===== src/hdl/bpe_pkg.sv =====
package bpe_pkg;

    localparam int FRAC = 16;

    localparam logic [1:0] ACT_LOAD_U = 2'd0;
    localparam logic [1:0] ACT_LOAD_V = 2'd1;
    localparam logic [1:0] ACT_LOAD_P = 2'd2;
    localparam logic [1:0] ACT_EVAL   = 2'd3;

    localparam logic [1:0] REG_TESS_U = 2'd0;
    localparam logic [1:0] REG_TESS_V = 2'd1;
    localparam logic [1:0] REG_COMP   = 2'd2;

    typedef struct packed {
        logic [1:0]         action;
        logic [3:0]         slot;
        logic signed [31:0] in_x;
        logic signed [31:0] in_y;
        logic signed [31:0] in_z;
        logic signed [31:0] in_w;
        logic [8:0]         u_step;
        logic [8:0]         v_step;
    } in_word_t;

    typedef struct packed {
        logic signed [31:0] out_x;
        logic signed [31:0] out_y;
        logic signed [31:0] out_z;
        logic signed [31:0] out_w;
    } out_word_t;

    // saturate a wide signed value to 32 bits
    function automatic logic signed [31:0] sat32(input logic signed [71:0] x);
        if (x > 72'sd2147483647)
            return 32'sh7fffffff;
        else if (x < -72'sd2147483648)
            return 32'sh80000000;
        else
            return x[31:0];
    endfunction

endpackage


===== src/hdl/bpe_mac.sv =====
// shared multiplier: one 33x33 signed product per cycle, registered
module bpe_mac
    import bpe_pkg::*;
(
    input  logic               clk,
    input  logic signed [32:0] a,
    input  logic signed [32:0] b,
    output logic signed [65:0] prod
);
    logic signed [65:0] prod_reg;

    always_ff @(posedge clk)
    begin
        prod_reg <= a * b;
    end

    assign prod = prod_reg;
endmodule


===== config.mk =====
export PLATFORM = sky130hd
export DESIGN_NAME = bpe_mac
export DESIGN_NICKNAME = d
export VERILOG_FILES = /design/src/hdl/bpe_pkg.sv /design/src/hdl/bpe_mac.sv
export SDC_FILE = /design/constraint.sdc
export NUM_CORES = 2
export LEC_CHECK = 0
export ABC_CLOCK_PERIOD_IN_PS = 19700
export BUFFER_PORTS_ARGS = -buffer_cell sky130_fd_sc_hd__buf_2
export CAP_MARGIN = 25
export CELL_PAD_IN_SITES_DETAIL_PLACEMENT = 0
export CELL_PAD_IN_SITES_GLOBAL_PLACEMENT = 1
export CORE_MARGIN = 2
export CORE_UTILIZATION = 45
export DETAILED_ROUTE_END_ITERATION = 10
export PLACE_DENSITY_LB_ADDON = 0.25
export SETUP_SLACK_MARGIN = 0.2
export SYNTH_ARGS = -nofsm -noshare
export SYNTH_HDL_FRONTEND = slang
export SYNTH_SLANG_ARGS = --single-unit

===== constraint.sdc =====
create_clock -name clk -period 19.7 [get_ports clk]
set_input_delay 2.955 -clock clk [delete_from_list [all_inputs] [get_ports clk]]
set_output_delay 2.955 -clock clk [all_outputs]
set_load 0.02 [all_outputs]

==> results.toml <==
[timing]
setup_viol = 0
relSlewSlack = 0.365
period_share = 0.557
worst_pin_slew_ns = 0.953
drv_slew = 0
min_period_ns = 10.97
finalHoldViolations = 0
fin_ws_ns = 8.73
rsz0062_at_grt = "false"
setup-tns-final_ns = 0
clock.fmax_mhz = 91.2

[synthesis]
synth_edf_count = 0
synth_warnings = 0
ys_async_sr_fraction = 0
synth_ff_type = "dfxtp_1"
synth_area_sq_um = 40700
ys_ff_latch = 66
synthCells = 4338
synth_nets = 5767
ys_types = 80
avgSynthCellArea_sq_um = 9.39
ys_seq_area_frac = 0.0324

[detailed_routing]
num_vias = 28300
dr.pass1.iters = 5
wire_per_inst_um = 21.0
drc = 0
wl_mm = 115
ant_nets = 0
drt-vias-per-instance = 5.18
drtIter0Drc = 1371

[cells_and_area]
area_growth_syn_to_layout_pct = 4.29
layout_common_cells = "fa_1 (1145), inv_1 (1131), and2_1 (562)"
drive_above_1_share = 0.0478
final_common_cell = "fa_1"
finalNetCount = 5711
largest_reg_flops = 66

[cts]
cts_tree = "done"
clockBufferDepth = 2
cts.sinks = 66
cts-resized-gates = 0
htree_levels = 3
hold_buffers = 0
cts_buffers = 9
post-cts-setup-buffer-count = 0
clk_transition_reported_paths_ns = 0.06
cts_root_buf = "clkbuf_16"

[setup_path]
startpoint_type = "input pin"
worst_ep_required_time_ns = 19.99
critPathArrivalTime_ns = 11.26
slowest_delay_ns = 0.67
crit_chain = "buf_2, and2_1, fa_1, fa_1, inv_1, fa_1, inv_1, fa_1, fa_1, fa_1, fa_1, inv_1, fa_1, inv_1, ha_1, nand3_1, nor2_1, nand2_1, nor3_1, o311ai_4, nand3_2, a211oi_1, a311oi_1"
cp_max_fo = 33
path_class = "in2reg"
worst_path_max_delay_cell = "buf_2"
end_kind = "flop"
cp_common_cell = "fa_1"

[floorplanning]
dieArea_sq_um = 92900
chipHeight_um = 305
start_util = 0.453
fp.coreArea_sq_um = 89900
die_w_um = 305
io_pins = 133
rows = 110

[placement]
port_buffers = 132
place_congestion = 0.886
place_ws_ns = 8.51
hpwl_mm = 92.4

[global_route]
antenna_found_initial = 3
grt_overflow = 0
grt_max_degree = 34
grt.total_usage = 0.263
grt_pass1_vias = 31600
grt_first_pass_wirelength_mm = 187

[run_status]
status = "finished, final reports clean"

[job]
cap_viol_max_count = 0

[min_path]
hold_path.class = "in2reg"
==> synthesized netlist by cell type, drive strengths merged, types with 25 or more instances <==
master | count | area share
xor2 | 25 | 0.0054
nand3 | 26 | 0.0033
o21ai | 33 | 0.0042
nand2 | 551 | 0.051
and2 | 563 | 0.087
nor2 | 68 | 0.0063
clkbuf | 208 | 0.019
ha | 217 | 0.067
dfxtp | 66 | 0.032
fa | 1145 | 0.56
a21oi | 61 | 0.0080
a21o | 38 | 0.0071
inv | 1131 | 0.10
xnor2 | 43 | 0.0092
==> stage by stage <==
| step | hold WS, ns | std cells | utilization | area, sq um |
|---|---|---|---|---|
| global placement | 3.37 | 5446 | 0.469 | 42200 |
| CTS | 3.16 | 5463 | 0.473 | 42500 |
| finish | 3.17 | 5465 | 0.473 | 42500 |
| floorplan | 3.08 | 4338 | - | 40700 |
| detailed placement | 3.37 | 5447 | 0.469 | 42200 |
| global route | 3.18 | 5464 | 0.473 | 42500 |
==> critical path: cells and delay by family <==
family                   cells  cell delay [ns]
AO/OA/AOI/OAI                3             0.68
AND/OR/NAND/NOR              6             1.93
buffers and inverters        5             0.93
adder cells (fa/ha/maj)      9             4.70
==> per-layer routing <==
layer / GRT usage / up-vias / wire length [um]
met2: 0.454 / 711 / 58500
met3: 0.0293 / 185 / 4970
met5: 0.00724 / - / 91
li1: - / 12200 / -
met4: 0.0941 / 2 / 4400
met1: 0.342 / 15200 / 46800
==> worst paths after layout <==
kind / startpoint / endpoint / slack [ns] / cells after the start
worst min-delay path: b[0] / prod[0] / 3.17 / 2
worst max-delay path: b[10] / prod[64] / 8.73 / 23
==> cells by family after synthesis <==
group / Yosys count / synth area share
fa+ha+maj: 1362 / 0.629
buf+inv: 1352 / 0.125
simple gates: 1271 / 0.158
compound gates: 219 / 0.0407
xor+xnor: 68 / 0.0146
flops: 66 / 0.0324
==> area by class of cell <==
type | instances | area, sq um
Fill cell | 8704 | 47400
Multi-Input combinational cell | 2920 | 34300
Inverter | 1131 | 4250
Tap cell | 1176 | 1470
Sequential cell | 66 | 1320
Timing Repair Buffer | 154 | 833
Clock buffer | 11 | 233
Clock inverter | 5 | 55.1
Antenna cell | 2 | 5.00
Power is left out: the tool's default activity adds up to more than one toggle a clock period on the data nets, which glitch-free logic cannot reach.
