--- src/hdl/bpe_pkg.sv ---
package bpe_pkg;

    localparam int FRAC = 16;

    localparam logic [1:0] ACT_LOAD_U = 2'd0;
    localparam logic [1:0] ACT_LOAD_V = 2'd1;
    localparam logic [1:0] ACT_LOAD_P = 2'd2;
    localparam logic [1:0] ACT_EVAL   = 2'd3;

    localparam logic [1:0] REG_TESS_U = 2'd0;
    localparam logic [1:0] REG_TESS_V = 2'd1;
    localparam logic [1:0] REG_COMP   = 2'd2;

    typedef struct packed {
        logic [1:0]         action;
        logic [3:0]         slot;
        logic signed [31:0] in_x;
        logic signed [31:0] in_y;
        logic signed [31:0] in_z;
        logic signed [31:0] in_w;
        logic [8:0]         u_step;
        logic [8:0]         v_step;
    } in_word_t;

    typedef struct packed {
        logic signed [31:0] out_x;
        logic signed [31:0] out_y;
        logic signed [31:0] out_z;
        logic signed [31:0] out_w;
    } out_word_t;

    // saturate a wide signed value to 32 bits
    function automatic logic signed [31:0] sat32(input logic signed [71:0] x);
        if (x > 72'sd2147483647)
            return 32'sh7fffffff;
        else if (x < -72'sd2147483648)
            return 32'sh80000000;
        else
            return x[31:0];
    endfunction

endpackage

--- src/hdl/bpe_div.sv ---
// restoring divider, one quotient bit per cycle: q = floor(num / den)
module bpe_div
    import bpe_pkg::*;
(
    input  logic        clk,
    input  logic        rst_n,
    input  logic        start,
    input  logic [25:0] num,
    input  logic [8:0]  den,
    output logic        busy,
    output logic [25:0] quo
);
    logic [25:0] quo_reg, quo_next;
    logic [9:0]  rem_reg, rem_next;
    logic [4:0]  cnt_reg, cnt_next;
    logic        busy_reg, busy_next;
    logic [8:0]  den_reg, den_next;
    logic [10:0] trial;

    always_comb
    begin
        quo_next  = quo_reg;
        rem_next  = rem_reg;
        cnt_next  = cnt_reg;
        busy_next = busy_reg;
        den_next  = den_reg;
        trial     = {rem_reg, quo_reg[25]};
        if (start)
        begin
            quo_next  = num;
            rem_next  = '0;
            cnt_next  = 5'd0;
            busy_next = 1'b1;
            den_next  = den;
        end
        else if (busy_reg)
        begin
            if (trial >= {2'b0, den_reg})
            begin
                rem_next = 10'(trial - {2'b0, den_reg});
                quo_next = {quo_reg[24:0], 1'b1};
            end
            else
            begin
                rem_next = trial[9:0];
                quo_next = {quo_reg[24:0], 1'b0};
            end
            cnt_next = 5'(cnt_reg + 5'd1);
            if (cnt_reg == 5'd25)
                busy_next = 1'b0;
        end
    end

    always_ff @(posedge clk or negedge rst_n)
    begin
        if (!rst_n)
        begin
            busy_reg <= 1'b0;
            cnt_reg  <= '0;
        end
        else
        begin
            busy_reg <= busy_next;
            cnt_reg  <= cnt_next;
        end
    end

    always_ff @(posedge clk)
    begin
        quo_reg <= quo_next;
        rem_reg <= rem_next;
        den_reg <= den_next;
    end

    assign busy = busy_reg;
    assign quo  = quo_reg;
endmodule

--- config.mk ---
export PLATFORM = sky130hd
export DESIGN_NAME = bpe_div
export DESIGN_NICKNAME = d
export VERILOG_FILES = /design/src/hdl/bpe_pkg.sv /design/src/hdl/bpe_div.sv
export SDC_FILE = /design/constraint.sdc
export NUM_CORES = 1
export LEC_CHECK = 0
export ABC_AREA = 1
export BUFFER_PORTS_ARGS = -buffer_cell sky130_fd_sc_hd__buf_4
export CORE_MARGIN = 2
export CORE_UTILIZATION = 36
export CTS_BUF_LIST = sky130_fd_sc_hd__clkbuf_4 sky130_fd_sc_hd__clkbuf_8
export DETAILED_ROUTE_END_ITERATION = 7
export SLEW_MARGIN = 30
export SYNTH_ARGS = -nofsm -noshare
export SYNTH_HDL_FRONTEND = slang
export SYNTH_SLANG_ARGS = --single-unit
--- constraint.sdc ---
create_clock -name clk -period 2.01 [get_ports clk]
set_input_delay 0.201 -clock clk [delete_from_list [all_inputs] [get_ports clk]]
set_output_delay 0.201 -clock clk [all_outputs]
set_load 0.02 [all_outputs]
==> reports/metrics.csv <==
stage,metric,value,unit
run_status,status,finished clean,
flow_run,Max Cap Violations,0,
worst_setup_path,Slowest cell on crit path,ha_1,
timing,WHS,60.0,ps
power,Leakage,1.76,nW
timing,final period utilization,91.3,%
placement,HPWL after detailed placement,4.70,mm
clocking,worst skew pair latency,310,ps
yosys,number of synthesized register bits,51,
die,CORE AREA,7250,µm²
drt,DR iter-0 viols,101,
clocking,clk root buf,clkbuf_8,
drt,DRC violations left,0,
drt,number of detailed-route iterations in the first pass,4,
worst_setup_path,CP endpoint kind,register,
drt,Via Count,2276,
die,Initial Util,37.3,%
timing,Final Slew Violations,0,
power,Max IR drop VDD,0.436,mV
drt,WL/cell,12.4,µm
worst_setup_path,Worst setup startpoint,rem_reg[4],
timing,Tightest Pin Transition,382,ps
worst_setup_path,Crit Path Category,reg -> reg,
global_route,GR Overflow Total,0,
placement,Post-DP Area,3310,µm²
yosys,Post-Syn Area,2710,µm²
layout,Nets,452,
clocking,"Reg clk slew, reported paths",100,ps
yosys,most frequent cell after synthesis,nand2_1,
yosys,Post-synth EDFFs,35,
drt,final antenna-violating net count,0,
yosys,largest area contributor in the netlist,edfxtp_1,
drt,routed vias/inst,4.53,
yosys,Synth area leaders,"edfxtp_1 39%, nand2_1 21%, dfxtp_1 7.4%, dfrtp_1 5.5%, inv_1 5.5%",
clocking,H-Tree Depth,2,
die,Die Ht,90.7,µm
worst_setup_path,crit-path cells,ha_1 > nand2_2 > inv_1 > a21oi_1 > nand2_2 > nand2_2 > buf_4 > nand3_1 > nand3_1 > nand2_1,
global_route,antenna violations before repair,0,
worst_setup_path,Reg2Reg Setup Slack,170,ps
die,DIE AREA,8230,µm²
global_route,largest net degree at the start of global routing,34,
timing,"Setup violations, final",0,
yosys,Post-Synthesis Cells,333,
timing,fin worst setup slack,174,ps
global_route,number of global-route vias before repair,2224,
global_route,first-pass GRT wire length,10.6,mm
layout,share of cells above drive strength 1,22.1,%
yosys,sequential share of the synthesized area,51.7,%
die,num ports,65,
yosys,Netlist cell types,28,
yosys,syn_nets,383,
worst_setup_path,WP buf/inv,2,
worst_setup_path,critical path's top delay family,simple AND/OR/NAND/NOR gates,
worst_setup_path,critical path launch point type,register,
clocking,total CTS buffers,5,
power,P per Cell Area,1040,nW/µm²
clocking,Clock Sinks,51,
min_path,hold path startpoint,den[7],
worst_setup_path,Crit path largest cell delay,370,ps
clocking,TritonCTS clock tree,yes,
placement,routability congestion estimate,0.893,
worst_setup_path,Worst EP arrival,2040,ps
timing,fmax,0.545,GHz
yosys,ys async rst share,11.8,%
die,Site Rows,31,
min_path,worst hold path class,in -> reg,
clocking,clock buffer depth,2,
timing,final setup TNS,0,ps
worst_setup_path,critical path required time,2220,ps
placement,Post-Place Setup Slack,150,ps
yosys,Post-synth top cells,"150 x nand2_1, 40 x inv_1, 35 x edfxtp_1, 27 x nand3_1, 12 x nor2_1",
timing,Final Critical Period,1840,ps
timing,final hold vios,0,
power,Design Power,3.57,mW
worst_setup_path,worst r2r src,rem_reg[4],
worst_setup_path,Max Fanout on Critical Path,7,
layout,area delta synth->final,26.0,%
layout,number of flip-flops in the largest register,26,
timing,RSZ-0062 raised after global routing,false,
global_route,total track usage,16.0,%
yosys,Yosys top cell area share,38.8,%
yosys,top_reg_cell synth,edfxtp_1,
worst_setup_path,cell mode on critical path,nand2_2,
timing,Worst Clk Skew,11.1,ps
placement,IO buf count,64,
timing,Worst slew margin,74.6,%
drt,WL final,6.21,mm
layout,final non-filler cell area,3410,µm²
yosys,Synthesis Warnings,0,
die,Die Span X,90.7,µm
yosys,Synth Area per Inst,8.13,µm²
layout,Inserted Diodes,0,
==> area by class of cell <==
type / count / area (µm²)
Fill cell: 725 / 3840
Sequential cell: 51 / 1400
Multi-Input combinational cell: 231 / 1100
Timing Repair Buffer: 72 / 543
Inverter: 41 / 154
Tap cell: 99 / 124
Clock buffer: 5 / 68.8
Clock inverter: 3 / 18.8
==> path summary, 6_finish.rpt <==
kind,depth (start not counted),to
max in group asynchronous,2,cnt_reg[3]
worst max register to register,10,rem_reg[3]
min in group asynchronous,2,cnt_reg[2]
worst min-delay path,1,den_reg[7]
worst max-delay path,10,rem_reg[3]
worst min register to register,2,rem_reg[9]
==> layer usage <==
layer	GRT usage, %	wire, µm
met1	22.0	2950
met2	24.0	2680
met3	4.09	412
met4	6.79	159
met5	0	0
==> cells by family (layout without fill, tap and decap cells) <==
group           count (synthesis)  in the layout  share of synthesized area, %
flops                          51             51                          51.7
fa+ha+maj                      12             12                          5.82
compound gates                 14             14                          2.96
buf+inv                        51            121                          7.62
xor+xnor                        3              3                         0.970
simple gates                  202            202                          30.9
==> timing repair <==
action	in CTS	in global routing
gates resized for setup	0	1
endpoints found under the hold margin	6	0
setup buffers	0	0
hold buffers	1	0
endpoints found under the setup margin	0	1
==> power by group <==
| part | total [mW] | switching, mW | internal (mW) |
|---|---|---|---|
| Sequential | 1.43 | 0.124 | 1.30 |
| Combinational | 1.53 | 0.913 | 0.622 |
| Clock | 0.602 | 0.356 | 0.246 |
| Total | 3.57 | 1.39 | 2.17 |
==> worst register-to-register path: cells and delay by family (launching register included) <==
kind / cells / cell delay, ps
adder cells (fa/ha/maj): 1 / 370
AO/OA/AOI/OAI: 1 / 240
flip-flops: 1 / 350
AND/OR/NAND/NOR: 6 / 550
buffers and inverters: 2 / 210
==> cells in the final DEF, fill, tap and decap left out, types with 2 or more instances in the layout <==
cell | Yosys | routed
clkinv_2 | 0 | 2
o21ai_0 | 3 | 3
nand3b_1 | 2 | 2
ha_1 | 11 | 11
nand4_1 | 3 | 3
dfrtp_1 | 6 | 6
nand2_1 | 150 | 150
inv_1 | 40 | 40
nand3_2 | 2 | 2
nand2_2 | 4 | 4
edfxtp_1 | 35 | 35
clkbuf_8 | 0 | 5
nand3_1 | 27 | 27
dfxtp_1 | 10 | 10
nor2_1 | 12 | 12
xor2_1 | 2 | 2
a21oi_1 | 7 | 7
buf_4 | 1 | 71
==> metrics by stage <==
step | utilization [%] | cells
6_report | 47.1 | 502
5_1_grt | 47.1 | 502
4_1_cts | 47.0 | 502
3_5_place_dp | 45.7 | 493
3_3_place_gp | 45.7 | 493
2_1_floorplan | - | 333
Note: power is estimated with default switching activity, not from simulation.
